[config.mk]
export PLATFORM = sky130hd
export DESIGN_NAME = expression_lexer
export DESIGN_NICKNAME = d
export VERILOG_FILES = /design/src/rtl/elx_pkg.sv /design/src/rtl/elx_core.sv /design/src/rtl/elx_token_fifo.sv /design/src/rtl/expression_lexer.sv
export SDC_FILE = /design/constraint.sdc
export NUM_CORES = 1
export LEC_CHECK = 0
export BUFFER_PORTS_ARGS = -buffer_cell sky130_fd_sc_hd__buf_4
export CAP_MARGIN = 20
export CORE_MARGIN = 4
export CORE_UTILIZATION = 60
export CTS_CLUSTER_SIZE = 12
export DETAILED_ROUTE_END_ITERATION = 12
export PLACE_DENSITY = 0.87
export SETUP_SLACK_MARGIN = 0.2
export SYNTH_ARGS = -nofsm -noshare
export SYNTH_HDL_FRONTEND = slang
export SYNTH_SLANG_ARGS = --single-unit
[constraint.sdc]
create_clock -name clk -period 8.1 [get_ports clk]
set_clock_uncertainty 0.1 [all_clocks]
set_input_delay 1.62 -clock clk [delete_from_list [all_inputs] [get_ports clk]]
set_output_delay 1.62 -clock clk [all_outputs]
set_load 0.005 [all_outputs]
[src/rtl/elx_pkg.sv]
`timescale 1ns / 1ps
// ----------------------------------------------------------------------------
// elx_pkg
// shared types, character codes, operator codes and byte classifier
// ----------------------------------------------------------------------------
package elx_pkg;

  // token kinds, also the character classes
  typedef enum logic [4:0] {
    KIND_END    = 5'd0,
    KIND_LETTER = 5'd1,
    KIND_DIGIT  = 5'd2,
    KIND_DOT    = 5'd3,
    KIND_BANG   = 5'd4,
    KIND_HASH   = 5'd5,
    KIND_LPAREN = 5'd6,
    KIND_RPAREN = 5'd7,
    KIND_TIMES  = 5'd8,
    KIND_PLUS   = 5'd9,
    KIND_MINUS  = 5'd10,
    KIND_DIV    = 5'd11,
    KIND_COLON  = 5'd12,
    KIND_LT     = 5'd13,
    KIND_EQ     = 5'd14,
    KIND_GT     = 5'd15,
    KIND_QUEST  = 5'd16,
    KIND_OTHER  = 5'd17
  } kind_t;

  // character codes
  localparam logic [7:0] CH_NUL        = 8'd0;
  localparam logic [7:0] CH_TAB        = 8'd9;
  localparam logic [7:0] CH_CR         = 8'd13;
  localparam logic [7:0] CH_SPACE      = 8'd32;
  localparam logic [7:0] CH_BANG       = 8'd33;
  localparam logic [7:0] CH_HASH       = 8'd35;
  localparam logic [7:0] CH_LPAREN     = 8'd40;
  localparam logic [7:0] CH_RPAREN     = 8'd41;
  localparam logic [7:0] CH_STAR       = 8'd42;
  localparam logic [7:0] CH_PLUS       = 8'd43;
  localparam logic [7:0] CH_MINUS      = 8'd45;
  localparam logic [7:0] CH_DOT        = 8'd46;
  localparam logic [7:0] CH_SLASH      = 8'd47;
  localparam logic [7:0] CH_ZERO       = 8'd48;
  localparam logic [7:0] CH_COLON      = 8'd58;
  localparam logic [7:0] CH_LT         = 8'd60;
  localparam logic [7:0] CH_EQUAL      = 8'd61;
  localparam logic [7:0] CH_GT         = 8'd62;
  localparam logic [7:0] CH_QUEST      = 8'd63;
  localparam logic [7:0] CH_UPPER_A    = 8'd65;
  localparam logic [7:0] CH_UPPER_END  = 8'd91;
  localparam logic [7:0] CH_UNDERSCORE = 8'd95;
  localparam logic [7:0] CH_LOWER_A    = 8'd97;
  localparam logic [7:0] CH_LOWER_END  = 8'd123;

  // operator codes within a kind
  localparam logic signed [3:0] OP_NONE    = -4'sd1;
  localparam logic signed [3:0] OP_NUMERIC = 4'sd0;
  localparam logic signed [3:0] OP_IDENT   = 4'sd1;
  localparam logic signed [3:0] OP_TIMES   = 4'sd0;
  localparam logic signed [3:0] OP_DIV     = 4'sd1;
  localparam logic signed [3:0] OP_UPLUS   = 4'sd0;
  localparam logic signed [3:0] OP_UMINUS  = 4'sd1;
  localparam logic signed [3:0] OP_PLUS    = 4'sd2;
  localparam logic signed [3:0] OP_MINUS   = 4'sd3;
  localparam logic signed [3:0] OP_LT      = 4'sd4;
  localparam logic signed [3:0] OP_GT      = 4'sd5;
  localparam logic signed [3:0] OP_EQEQ    = 4'sd6;
  localparam logic signed [3:0] OP_ASSIGN  = 4'sd7;
  localparam logic signed [3:0] OP_QUEST   = 4'sd0;
  localparam logic signed [3:0] OP_COLON   = 4'sd0;

  localparam logic signed [2:0] ARITY_NONE = -3'sd1;
  localparam logic signed [4:0] PREC_NONE  = -5'sd1;

  // text limits
  localparam logic [15:0] POS_MAX  = 16'hFFFF;
  localparam logic [16:0] LEN_MAX  = 17'h10000;
  localparam logic [1:0]  DOTS_SAT = 2'd2;

  // token queue sizing
  localparam int FIFO_DEPTH = 4;
  localparam int PTR_W      = 2;
  localparam int CNT_W      = 3;

  typedef struct packed {
    logic               last;
    logic [16:0]        length;
    logic [15:0]        start;
    logic signed [4:0]  prec;
    logic signed [2:0]  arity;
    logic signed [3:0]  code;
    kind_t              kind;
  } token_t;

  // up to two tokens produced by one text byte
  typedef struct packed {
    logic [1:0] count;
    token_t     first;
    token_t     second;
  } tok_push_t;

  typedef struct packed {
    logic       eot;
    logic [7:0] text_byte;
  } lex_in_t;

  function automatic kind_t classify(input logic [7:0] b);
    kind_t k;
    if (b == CH_NUL) begin
      k = KIND_END;
    end else if (b >= CH_ZERO && b < CH_COLON) begin
      k = KIND_DIGIT;
    end else if ((b >= CH_UPPER_A && b < CH_UPPER_END) ||
                 (b >= CH_LOWER_A && b < CH_LOWER_END) || b == CH_UNDERSCORE) begin
      k = KIND_LETTER;
    end else begin
      unique case (b)
        CH_BANG:   k = KIND_BANG;
        CH_HASH:   k = KIND_HASH;
        CH_LPAREN: k = KIND_LPAREN;
        CH_RPAREN: k = KIND_RPAREN;
        CH_STAR:   k = KIND_TIMES;
        CH_PLUS:   k = KIND_PLUS;
        CH_MINUS:  k = KIND_MINUS;
        CH_DOT:    k = KIND_DOT;
        CH_SLASH:  k = KIND_DIV;
        CH_COLON:  k = KIND_COLON;
        CH_LT:     k = KIND_LT;
        CH_EQUAL:  k = KIND_EQ;
        CH_GT:     k = KIND_GT;
        CH_QUEST:  k = KIND_QUEST;
        default:   k = KIND_OTHER;
      endcase
    end
    return k;
  endfunction

  function automatic logic is_space(input logic [7:0] b);
    return (b >= CH_TAB && b <= CH_CR) || b == CH_SPACE;
  endfunction

endpackage

[src/rtl/elx_core.sv]
`timescale 1ns / 1ps
// ----------------------------------------------------------------------------
// elx_core
// lexer state and the one-pass token logic for one text byte
// ----------------------------------------------------------------------------
module elx_core (
  input  logic                clk,
  input  logic                rst,
  input  logic                step,
  input  elx_pkg::lex_in_t    lex_in,
  output elx_pkg::tok_push_t  push
);

  typedef struct packed {
    logic [15:0]     position;
    elx_pkg::kind_t  prev_class;
    logic            at_start;
    logic            in_word;
    logic [15:0]     word_start;
    logic [16:0]     word_length;
    logic [1:0]      word_first;
    logic            word_numeric;
    logic [1:0]      word_dots;
    logic            eq_pending;
    logic [15:0]     eq_position;
  } lex_state_t;

  localparam lex_state_t ST_RESET = '{
    position:     16'd0,
    prev_class:   elx_pkg::KIND_END,
    at_start:     1'b1,
    in_word:      1'b0,
    word_start:   16'd0,
    word_length:  17'd0,
    word_first:   2'd0,
    word_numeric: 1'b1,
    word_dots:    2'd0,
    eq_pending:   1'b0,
    eq_position:  16'd0
  };

  lex_state_t st;
  lex_state_t st_next;

  function automatic elx_pkg::token_t op_token(input elx_pkg::kind_t cls, input logic unary,
                                               input logic [15:0] pos);
    elx_pkg::token_t t;
    t.kind   = cls;
    t.start  = pos;
    t.length = 17'd1;
    t.last   = 1'b0;
    unique case (cls)
      elx_pkg::KIND_TIMES: begin
        t.code = elx_pkg::OP_TIMES; t.arity = 3'sd2; t.prec = 5'sd3;
      end
      elx_pkg::KIND_DIV: begin
        t.code = elx_pkg::OP_DIV; t.arity = 3'sd2; t.prec = 5'sd3;
      end
      elx_pkg::KIND_PLUS: begin
        if (unary) begin
          t.code = elx_pkg::OP_UPLUS; t.arity = 3'sd1; t.prec = 5'sd2;
        end else begin
          t.code = elx_pkg::OP_PLUS; t.arity = 3'sd2; t.prec = 5'sd4;
        end
      end
      elx_pkg::KIND_MINUS: begin
        if (unary) begin
          t.code = elx_pkg::OP_UMINUS; t.arity = 3'sd1; t.prec = 5'sd2;
        end else begin
          t.code = elx_pkg::OP_MINUS; t.arity = 3'sd2; t.prec = 5'sd4;
        end
      end
      elx_pkg::KIND_LT: begin
        t.code = elx_pkg::OP_LT; t.arity = 3'sd2; t.prec = 5'sd6;
      end
      elx_pkg::KIND_GT: begin
        t.code = elx_pkg::OP_GT; t.arity = 3'sd2; t.prec = 5'sd6;
      end
      elx_pkg::KIND_QUEST: begin
        t.code = elx_pkg::OP_QUEST; t.arity = 3'sd0; t.prec = 5'sd13;
      end
      elx_pkg::KIND_COLON: begin
        t.code = elx_pkg::OP_COLON; t.arity = 3'sd3; t.prec = 5'sd13;
      end
      default: begin
        t.code = elx_pkg::OP_NONE; t.arity = elx_pkg::ARITY_NONE;
        t.prec = elx_pkg::PREC_NONE;
      end
    endcase
    return t;
  endfunction

  elx_pkg::kind_t  cls;
  logic            ws;
  logic            word_char;
  logic            terminate;
  logic            unary;
  logic            numeric;
  logic            advance;
  logic            first_vld;
  logic            sec_vld;
  elx_pkg::token_t word_tok;
  elx_pkg::token_t eq1_tok;
  elx_pkg::token_t eq2_tok;
  elx_pkg::token_t end_tok;
  elx_pkg::token_t op_tok;
  elx_pkg::token_t first_tok;
  elx_pkg::token_t sec_tok;

  always_comb begin
    cls       = elx_pkg::classify(lex_in.text_byte);
    ws        = elx_pkg::is_space(lex_in.text_byte);
    word_char = cls == elx_pkg::KIND_LETTER || cls == elx_pkg::KIND_DIGIT ||
                cls == elx_pkg::KIND_DOT;
    terminate = lex_in.eot || lex_in.text_byte == elx_pkg::CH_NUL;

    unary = st.at_start ||
            st.prev_class == elx_pkg::KIND_TIMES  || st.prev_class == elx_pkg::KIND_DIV ||
            st.prev_class == elx_pkg::KIND_PLUS   || st.prev_class == elx_pkg::KIND_MINUS ||
            st.prev_class == elx_pkg::KIND_LT     || st.prev_class == elx_pkg::KIND_EQ ||
            st.prev_class == elx_pkg::KIND_GT     || st.prev_class == elx_pkg::KIND_LPAREN ||
            st.prev_class == elx_pkg::KIND_QUEST  || st.prev_class == elx_pkg::KIND_COLON;

    // a lone dot is an identifier, two dots spoil a number
    numeric = st.word_numeric && st.word_dots < elx_pkg::DOTS_SAT &&
              !(st.word_length == 17'd1 && st.word_first == 2'(elx_pkg::KIND_DOT));

    word_tok.kind   = elx_pkg::kind_t'({3'b000, st.word_first});
    word_tok.code   = numeric ? elx_pkg::OP_NUMERIC : elx_pkg::OP_IDENT;
    word_tok.arity  = 3'sd0;
    word_tok.prec   = 5'sd0;
    word_tok.start  = st.word_start;
    word_tok.length = st.word_length;
    word_tok.last   = 1'b0;

    eq1_tok.kind   = elx_pkg::KIND_EQ;
    eq1_tok.code   = elx_pkg::OP_ASSIGN;
    eq1_tok.arity  = 3'sd2;
    eq1_tok.prec   = 5'sd14;
    eq1_tok.start  = st.eq_position;
    eq1_tok.length = 17'd1;
    eq1_tok.last   = 1'b0;

    eq2_tok        = eq1_tok;
    eq2_tok.code   = elx_pkg::OP_EQEQ;
    eq2_tok.prec   = 5'sd7;
    eq2_tok.length = 17'd2;

    end_tok.kind   = elx_pkg::KIND_END;
    end_tok.code   = elx_pkg::OP_NONE;
    end_tok.arity  = elx_pkg::ARITY_NONE;
    end_tok.prec   = elx_pkg::PREC_NONE;
    end_tok.start  = st.position;
    end_tok.length = 17'd0;
    end_tok.last   = 1'b1;

    op_tok = op_token(cls, unary, st.position);

    st_next   = st;
    first_vld = 1'b0;
    first_tok = word_tok;
    sec_vld   = 1'b0;
    sec_tok   = op_tok;
    advance   = 1'b0;

    if (terminate) begin
      // word and pending equal sign never coexist
      first_vld = st.in_word || st.eq_pending;
      first_tok = st.in_word ? word_tok : eq1_tok;
      sec_vld   = 1'b1;
      sec_tok   = end_tok;
      st_next   = ST_RESET;
    end else if (st.in_word && word_char) begin
      advance = 1'b1;
      if (st.word_length != elx_pkg::LEN_MAX) begin
        st_next.word_length = st.word_length + 17'd1;
      end
      if (cls == elx_pkg::KIND_LETTER) begin
        st_next.word_numeric = 1'b0;
      end
      if (cls == elx_pkg::KIND_DOT && st.word_dots < elx_pkg::DOTS_SAT) begin
        st_next.word_dots = st.word_dots + 2'd1;
      end
    end else if (st.eq_pending && cls == elx_pkg::KIND_EQ) begin
      advance            = 1'b1;
      first_vld          = 1'b1;
      first_tok          = eq2_tok;
      st_next.eq_pending = 1'b0;
    end else begin
      advance = 1'b1;
      if (st.in_word) begin
        first_vld       = 1'b1;
        first_tok       = word_tok;
        st_next.in_word = 1'b0;
      end else if (st.eq_pending) begin
        first_vld          = 1'b1;
        first_tok          = eq1_tok;
        st_next.eq_pending = 1'b0;
      end
      if (!ws) begin
        if (word_char) begin
          st_next.in_word      = 1'b1;
          st_next.word_start   = st.position;
          st_next.word_length  = 17'd1;
          st_next.word_first   = cls[1:0];
          st_next.word_numeric = cls != elx_pkg::KIND_LETTER;
          st_next.word_dots    = (cls == elx_pkg::KIND_DOT) ? 2'd1 : 2'd0;
        end else if (cls == elx_pkg::KIND_EQ) begin
          st_next.eq_pending  = 1'b1;
          st_next.eq_position = st.position;
        end else begin
          sec_vld = 1'b1;
        end
      end
    end

    if (advance) begin
      st_next.prev_class = ws ? elx_pkg::KIND_OTHER : cls;
      st_next.at_start   = 1'b0;
      if (st.position != elx_pkg::POS_MAX) begin
        st_next.position = st.position + 16'd1;
      end
    end

    push.count  = step ? ({1'b0, first_vld} + {1'b0, sec_vld}) : 2'd0;
    push.first  = first_vld ? first_tok : sec_tok;
    push.second = sec_tok;
  end

  always_ff @(posedge clk) begin
    if (rst) begin
      st <= ST_RESET;
    end else if (step) begin
      st <= st_next;
    end
  end

  a_word_eq_exclusive : assert property (@(posedge clk) disable iff (rst)
    !(st.in_word && st.eq_pending))
    else $error("word and pending equal sign held together");

  a_restart_after_end : assert property (@(posedge clk) disable iff (rst)
    step && terminate |=> st.at_start && st.position == 16'd0 && !st.in_word)
    else $error("lexer did not restart after end of text");

  a_end_token_last : assert property (@(posedge clk) disable iff (rst)
    push.count == 2'd2 |-> !push.first.last)
    else $error("end token placed ahead of another token");

endmodule

[src/rtl/elx_token_fifo.sv]
`timescale 1ns / 1ps
// ----------------------------------------------------------------------------
// elx_token_fifo
// small token queue, up to two writes and one read per cycle
// ----------------------------------------------------------------------------
module elx_token_fifo (
  input  logic                clk,
  input  logic                rst,
  input  elx_pkg::tok_push_t  push,
  input  logic                pop,
  output elx_pkg::token_t     head,
  output logic                not_empty,
  output logic                room2
);

  elx_pkg::token_t                mem [elx_pkg::FIFO_DEPTH];
  logic [elx_pkg::PTR_W-1:0]      wr_ptr;
  logic [elx_pkg::PTR_W-1:0]      rd_ptr;
  logic [elx_pkg::CNT_W-1:0]      count;

  always_ff @(posedge clk) begin
    if (rst) begin
      wr_ptr <= '0;
      rd_ptr <= '0;
      count  <= '0;
    end else begin
      wr_ptr <= wr_ptr + elx_pkg::PTR_W'(push.count);
      rd_ptr <= rd_ptr + elx_pkg::PTR_W'(pop);
      count  <= count + elx_pkg::CNT_W'(push.count) - elx_pkg::CNT_W'(pop);
    end
  end

  always_ff @(posedge clk) begin
    if (push.count != 2'd0) begin
      mem[wr_ptr] <= push.first;
    end
    if (push.count == 2'd2) begin
      mem[wr_ptr + elx_pkg::PTR_W'(1)] <= push.second;
    end
  end

  assign head      = mem[rd_ptr];
  assign not_empty = count != '0;
  assign room2     = count <= elx_pkg::CNT_W'(elx_pkg::FIFO_DEPTH - 2);

  a_count_bound : assert property (@(posedge clk) disable iff (rst)
    count <= elx_pkg::CNT_W'(elx_pkg::FIFO_DEPTH))
    else $error("token queue overfilled");

  a_push_room : assert property (@(posedge clk) disable iff (rst)
    push.count != 2'd0 |-> room2)
    else $error("tokens pushed without room for two");

endmodule

[src/rtl/expression_lexer.sv]
`timescale 1ns / 1ps
// ----------------------------------------------------------------------------
// expression_lexer
// streaming lexer: text bytes in, expression tokens out
// ----------------------------------------------------------------------------
// path: a byte is taken from s_* into the input register, the core then takes it
//   and writes the token it completes into the token queue, whose head is on m_*
// throughput: one byte per cycle while the queue has room; a byte that closes a
//   word or a held '=' and also makes its own token pushes two entries; with the
//   output side taking one per cycle the queue absorbs two such extra tokens, each
//   later one stalls input, and bytes that make no token let the queue drain again
// reset: synchronous rst empties the input register and token queue and puts
//   the lexer at the start of a new text, no clearing pass
// ----------------------------------------------------------------------------
module expression_lexer (
  input  logic        clk,
  input  logic        rst,
  // input request stream
  input  logic        s_tvalid,
  output logic        s_tready,
  input  logic [7:0]  s_tdata,   // [7:0] text_byte
  input  logic        s_tlast,   // end_of_text
  // token stream
  output logic        m_tvalid,
  input  logic        m_tready,
  output logic [55:0] m_tdata,   // [4:0] token_kind, [8:5] op_code, [11:9] op_arity,
                                 // [16:12] op_precedence, [32:17] start_position,
                                 // [49:33] token_length, [55:50] zero
  output logic        m_tlast    // last_token
);

  // input register
  logic               in_valid;
  elx_pkg::lex_in_t   in_item;

  // lexer step and token queue
  logic               step;
  logic               room2;
  logic               not_empty;
  logic               pop;
  elx_pkg::tok_push_t push;
  elx_pkg::token_t    head;

  // a byte is worked on once the queue can take both of its possible tokens
  assign step     = in_valid && room2;
  assign s_tready = !in_valid || step;

  always_ff @(posedge clk) begin
    if (rst) begin
      in_valid <= 1'b0;
    end else if (s_tvalid && s_tready) begin
      in_valid <= 1'b1;
    end else if (step) begin
      in_valid <= 1'b0;
    end
  end

  // payload, no reset needed
  always_ff @(posedge clk) begin
    if (s_tvalid && s_tready) begin
      in_item.text_byte <= s_tdata;
      in_item.eot       <= s_tlast;
    end
  end

  elx_core u_core (
    .clk    (clk),
    .rst    (rst),
    .step   (step),
    .lex_in (in_item),
    .push   (push)
  );

  elx_token_fifo u_fifo (
    .clk       (clk),
    .rst       (rst),
    .push      (push),
    .pop       (pop),
    .head      (head),
    .not_empty (not_empty),
    .room2     (room2)
  );

  // output side reads the queue head directly
  assign m_tvalid = not_empty;
  assign pop      = not_empty && m_tready;
  assign m_tdata  = {6'b000000, head.length, head.start, head.prec, head.arity,
                     head.code, head.kind};
  assign m_tlast  = head.last;

endmodule

* Word level (Yosys, flattened, before mapping) *
Memories as Yosys holds them, arrays and structs flattened. A register that Yosys moved wholly into a read port is not among the register bits.
Cells that the tools add are included.
W data, S select, Z words.

operators by class
  shift operators = 0
  muxes and demuxes = 58
  $lt $le $gt $ge = 10
  divide/modulo/power cells = 0
  reduce and logical (&&, ||, !) cells = 48
  bitwise operators = 0
  equality and inequality tests = 39
  $mul = 0
  add/subtract/negate cells = 9

operators with widths
  operator                 number
  $mux W51                 6
  $mux W56                 2
  $mux W17                 6
  $mux W50                 2
  $pmux W12 S8             1
  $eq A5 B4 Y1 const B     16
  $mux W39                 2
  $mux W22                 2
  $mux W16                 2
  $mux W5                  5
  $mux W1                  22
  $mux W10                 2
  $reduce_and A5 Y1        4
  $logic_or A1 B1 Y1       18
  $add A17 B1 Y17 const B  1
  $eq A17 B1 Y1 const B    1
  $ne A17 B17 Y1 const B   1
  $add A16 B1 Y16 const B  1
  $ge A8 B7 Y1 const B     2
  $lt A8 B7 Y1 const B     2
  $ne A16 B16 Y1 const B   1
  $logic_and A1 B1 Y1      13
  $eq A5 B2 Y1 const B     2
  $eq A5 B5 Y1 const B     2
  34 further kinds         48

storage, ports and cells
  ROM bits = 320
  register bits after elaboration = 95
  RAM bits = 204
  bits in latches = 0
  bits of input ports = 13
  memories = 2
  logic and storage cells = 183
  output and inout bits = 59

memories
  memory           words  width  rd ports  clocked after memory_dff  write ports  line                  source
  (no name shown)  64     5      1         1                         0            elx_pkg.sv:118        unique case (b)
  u_fifo.mem       4      51     1         1                         2            elx_token_fifo.sv:16  elx_pkg::token_t mem [elx_pkg::FIFO_DEPTH];

* Logic depth before layout (Yosys ltp) *
  depth after elaboration = 20
  gate-level depth with buffers = 16

* Hierarchy *
From an unflattened synthesis, not the netlist that was laid out.

unflattened totals
  cell total of the unflattened synthesis = 1,209
  area, all modules = 15,803.9 µm²

by module, submodules not included
  module            seq. area each (µm²)  times used  cells an instance  area an instance (µm²)
  elx_token_fifo    6,266.0               1           537                10,327.4
  elx_core          1,561.5               1           649                5,088.6
  expression_lexer  290.3                 1           23                 387.9

* Least setup slack after synthesis *
No wires, ideal clock.

  kind = register to register
  start = register in_item[0] (netlist name)
  end = memory u_fifo.mem[0][0] (netlist name), enable pin
  path buffers = 3
  stages on the path, launching flop included = 13
  path slack = 3,565 ps
  data arrival time = 4,047 ps
  clock period less this slack = 4,535 ps
  cell sequence = edfxtp_1 -> buf_6 -> or4_4 -> or3_4 -> a31oi_4 -> a41oi_2 -> clkbuf_1 -> ha_1 -> nor2_1 -> nor4_1 -> nor2_1 -> clkbuf_1 -> inv_1

RTL lines
  element          line                    source
  start, declared  expression_lexer.sv:34  elx_pkg::lex_in_t in_item;
  end, declared    elx_token_fifo.sv:16

==> impl_metrics.py <==
metrics = {
    "timing": {
        "finalSetupViolCount": 0,
        "fin_setup_tns_ns": 0,
        "maxSlewViolCount": 0,
        "holdWs_ns": 0.353,
        "rsz0062_at_grt": "no",
        "worst_pin_slew_ns": 1.14,
        "period_share": 0.611,
        "final_hold_viol_count": 0,
        "layout_min_cycle_time_ns": 4.95,
        "slew_headroom": 0.241,
        "fmax_mhz": 202,
    },
    "clock_tree": {
        "clkTransAtPathRegs_ns": 0.06,
        "clockBufferDepth": 3,
        "cts_buffers": 31,
        "cts_resized": 0,
        "cts.sinks": 296,
        "cts_hold_buf": 0,
        "clock_latency_ns": 0.57,
        "cts_setup_buffers": 0,
        "htreeDepth": 1,
        "cts-root-buf": "clkbuf_16",
        "cts_tree": "done",
    },
    "critical_path": {
        "reg2regPathDepth": 11,
        "crit_chain": "o21ai_0 -> nand2_1 -> a31oi_1 -> a41oi_2 -> ha_1 -> nor2_1 -> and3_1 -> nor2_1 -> buf_4 -> inv_1 -> buf_4",
        "critical-path-max-stage-delay_ns": 0.60,
        "slowest_stage": "a31oi_1",
        "start_kind": "register",
        "reg2reg_from": "in_item[1]$_DFFE_PP_",
        "cp.arrival_ns": 5.05,
        "worstSetupPathType": "reg2reg",
        "worstPathMaxFanout": 33,
        "endpoint_kind": "register",
        "rrSetupSlack_ns": 3.15,
        "cp.required_ns": 8.20,
        "critical_path_buf_inv_count": 3,
        "cp_top_family": "compound AO/OA/AOI/OAI gates",
        "crit-reg2reg-capture": "u_fifo.mem[0][9]$_DFFE_PP_",
    },
    "global_routing": {
        "grt_max_degree": 51,
        "grt_usage": 0.276,
        "overflow": 0,
        "grt_pass1_wl_microns": 57500,
        "grt_pass1_vias": 10818,
        "grt_antenna_before_repair": 0,
    },
    "yosys": {
        "syn_avg_cell_area_sq_um": 10.7,
        "ys_types": 70,
        "yosys_warnings": 0,
        "synth_compound_area_frac": 0.163,
        "yosys-mux-area-fraction": 0.0970,
        "synth_edf_count": 141,
        "syn_inst": 1299,
        "synth_top_family_by_area": "compound AO/OA/AOI/OAI gates",
        "synth-adder-area-share": 0.0141,
        "synth_seq_cells": 296,
        "synthesis.area_sq_um": 13900,
        "synth_xor_area_frac": 0.0126,
        "ys_seq_area_frac": 0.529,
        "async_reset_ff_frac": 0,
        "synth-main-ff-cell": "dfxtp_1",
        "synth-simple-area-share": 0.142,
    },
    "floorplan": {
        "die-area_sq_um": 25600,
        "rows": 55,
        "io_pins": 72,
        "core_region_area_sq_um": 22700,
        "initial_core_util": 0.611,
        "die_w_microns": 160,
        "die_height_microns": 160,
    },
    "power": {
        "power_density_nw_per_um2": 240,
        "p_leak_nw": 5.34,
        "ir_drop_v": 0.000185,
    },
    "min_path": {
        "worstHoldStart": "u_core.st[51]$_SDFFE_PP0P_",
        "hold_path_class": "reg2reg",
        "hold_depth": 2,
        "hold_end": "u_core.st[51]$_SDFFE_PP0P_",
    },
    "placement": {
        "dpl.hpwl_microns": 22600,
        "port_buffers": 65,
        "placed_cells": 1562,
        "gp_congestion": 0.978,
        "place_area_sq_um": 14400,
    },
    "route": {
        "finalWirelength_microns": 36500,
        "drc": 0,
        "routedWlPerCell_microns": 22.5,
        "vias": 11158,
        "first_pass_iters": 5,
        "avgViaCountPerCell": 6.88,
        "ant_nets": 0,
        "drtIter0Drc": 1299,
    },
    "job": {
        "timing.max_cap.violations": 0,
    },
    "final_layout": {
        "syn2layout_area_growth_pct": 11.2,
        "stdcell_count": 1622,
        "fin_nets": 1342,
        "drive_gt1_frac": 0.150,
        "final_area_sq_um": 15400,
        "diodes": 0,
    },
    "run_status": {
        "status": "completed",
    },
}
report_power, final:
part	total (mW)	switching [mW]	leakage, nW	internal (mW)
Sequential	1.73	0.101	2.63	1.63
Combinational	0.628	0.323	2.24	0.306
Clock	1.35	0.570	0.470	0.776
worst reg2reg max path, cell delays in order, from the launching register on:
cell	delay (ns)
edfxtp_1	0.55
o21ai_0	0.37
nand2_1	0.24
a31oi_1	0.60
a41oi_2	0.54
ha_1	0.50
nor2_1	0.49
and3_1	0.37
nor2_1	0.07
buf_4	0.20
inv_1	0.07
buf_4	0.46
kinds of logic (layout without fill, tap and decap cells):
group                      Yosys count  count (layout)
AOI/OAI and AO/OA                  346             346
muxes                               73              73
xor gates and xnor gates            20              20
DFF                                296             296
other                                1               6
adders and majority gates           15              15
and+or+nand+nor                    407             407
buffers and inverters              141             174
placed cells by master, fill, tap and decap left out, types with 34 or more instances in the layout:
| master | n |
|---|---|
| dfxtp_1 | 153 |
| nand2_1 | 142 |
| edfxtp_1 | 141 |
| o21ai_0 | 98 |
| buf_4 | 86 |
| nor2_1 | 82 |
| a22o_1 | 72 |
| a21oi_1 | 64 |
| nand3_1 | 54 |
| mux4_2 | 49 |
| o22ai_1 | 49 |
| clkbuf_16 | 34 |
through the flow:
step	total power, mW	utilization	setup WS [ns]
6_report	3.70	0.679	3.15
5_1_grt	3.83	0.679	2.84
4_1_cts	3.70	0.677	3.24
3_5_place_dp	2.38	0.635	3.30
3_3_place_gp	2.36	0.635	3.36
2_1_floorplan	2.13	-	3.57
flip-flops by register name, summed over array words and instances, names as in the netlist, named ones only:
signal	flops
u_core.st	46
u_core.end_tok	16
u_core.eq1_tok	16
u_fifo.wr_ptr	2
in_valid	1
u_fifo.count	3
u_fifo.rd_ptr	2
in_item	9
u_fifo.mem	196
metal layers:
metal	global-route usage	vias to the layer above	part of all wire
met5	0	-	0
met4	0.108	0	0.036
met3	0.0501	119	0.12
met2	0.447	765	0.47
met1	0.372	5373	0.38
li1	-	4901	-
Yosys cell counts (all sizes together), types with 2 or more instances:
master   number  area (sq um)
dfxtp       155          3100
nand2       142           533
edfxtp      141          4230
o21ai       104           524
nor2         82           308
clkbuf       79           297
a22o         72           631
a21oi        65           329
nand3        55           288
mux4         49          1100
o22ai        49           307
buf          32           175
inv          30           113
nor3         28           145
mux2i        22           220
or3          15          98.8
ha           14           175
o31ai        14           119
nand4        13          81.3
or4          13           105
xnor2        12           105
and2         11          68.8
nor2b        11          68.8
nor4          9          56.3
a31oi         8          65.1
and3          8          50.1
xor2          8          70.1
o21a          6          45.0
o31a          5          43.8
or4b          4          40.0
a211oi        3          22.5
a41oi         3          33.8
nand4b        3          26.3
a2111oi       2          17.5
a221oi        2          17.5
a311oi        2          17.5
mux2          2          22.5
nand2b        2          12.5
nand3b        2          15.0
nor4b         2          17.5
o211ai        2          15.0
o22a          2          17.5
or2           2          12.5
or3b          2          17.5
final cells by class:
cell class / count / area [sq um]
Clock inverter: 6 / 40.0
Clock buffer: 50 / 921
Inverter: 30 / 113
Multi-Input combinational cell: 867 / 5980
Timing Repair Buffer: 88 / 674
Fill cell: 1611 / 7280
Tap cell: 285 / 357
Sequential cell: 296 / 7340
worst max-delay path by stage:
stage / startpoint / endpoint / slack (ns) / cells past startpoint
global route: in_item[1]$_DFFE_PP_ / u_fifo.mem[0][9]$_DFFE_PP_ / 2.84 / 11
global placement: in_item[1]$_DFFE_PP_ / u_fifo.mem[0][9]$_DFFE_PP_ / 3.36 / 11
finish: in_item[1]$_DFFE_PP_ / u_fifo.mem[0][9]$_DFFE_PP_ / 3.15 / 11
floorplan: in_item[0]$_DFFE_PP_ / u_fifo.mem[0][0]$_DFFE_PP_ / 3.57 / 12
detailed placement: in_item[1]$_DFFE_PP_ / u_fifo.mem[0][9]$_DFFE_PP_ / 3.30 / 11
CTS: in_item[1]$_DFFE_PP_ / u_fifo.mem[0][9]$_DFFE_PP_ / 3.24 / 11
Power figures use the tool's default switching activity.
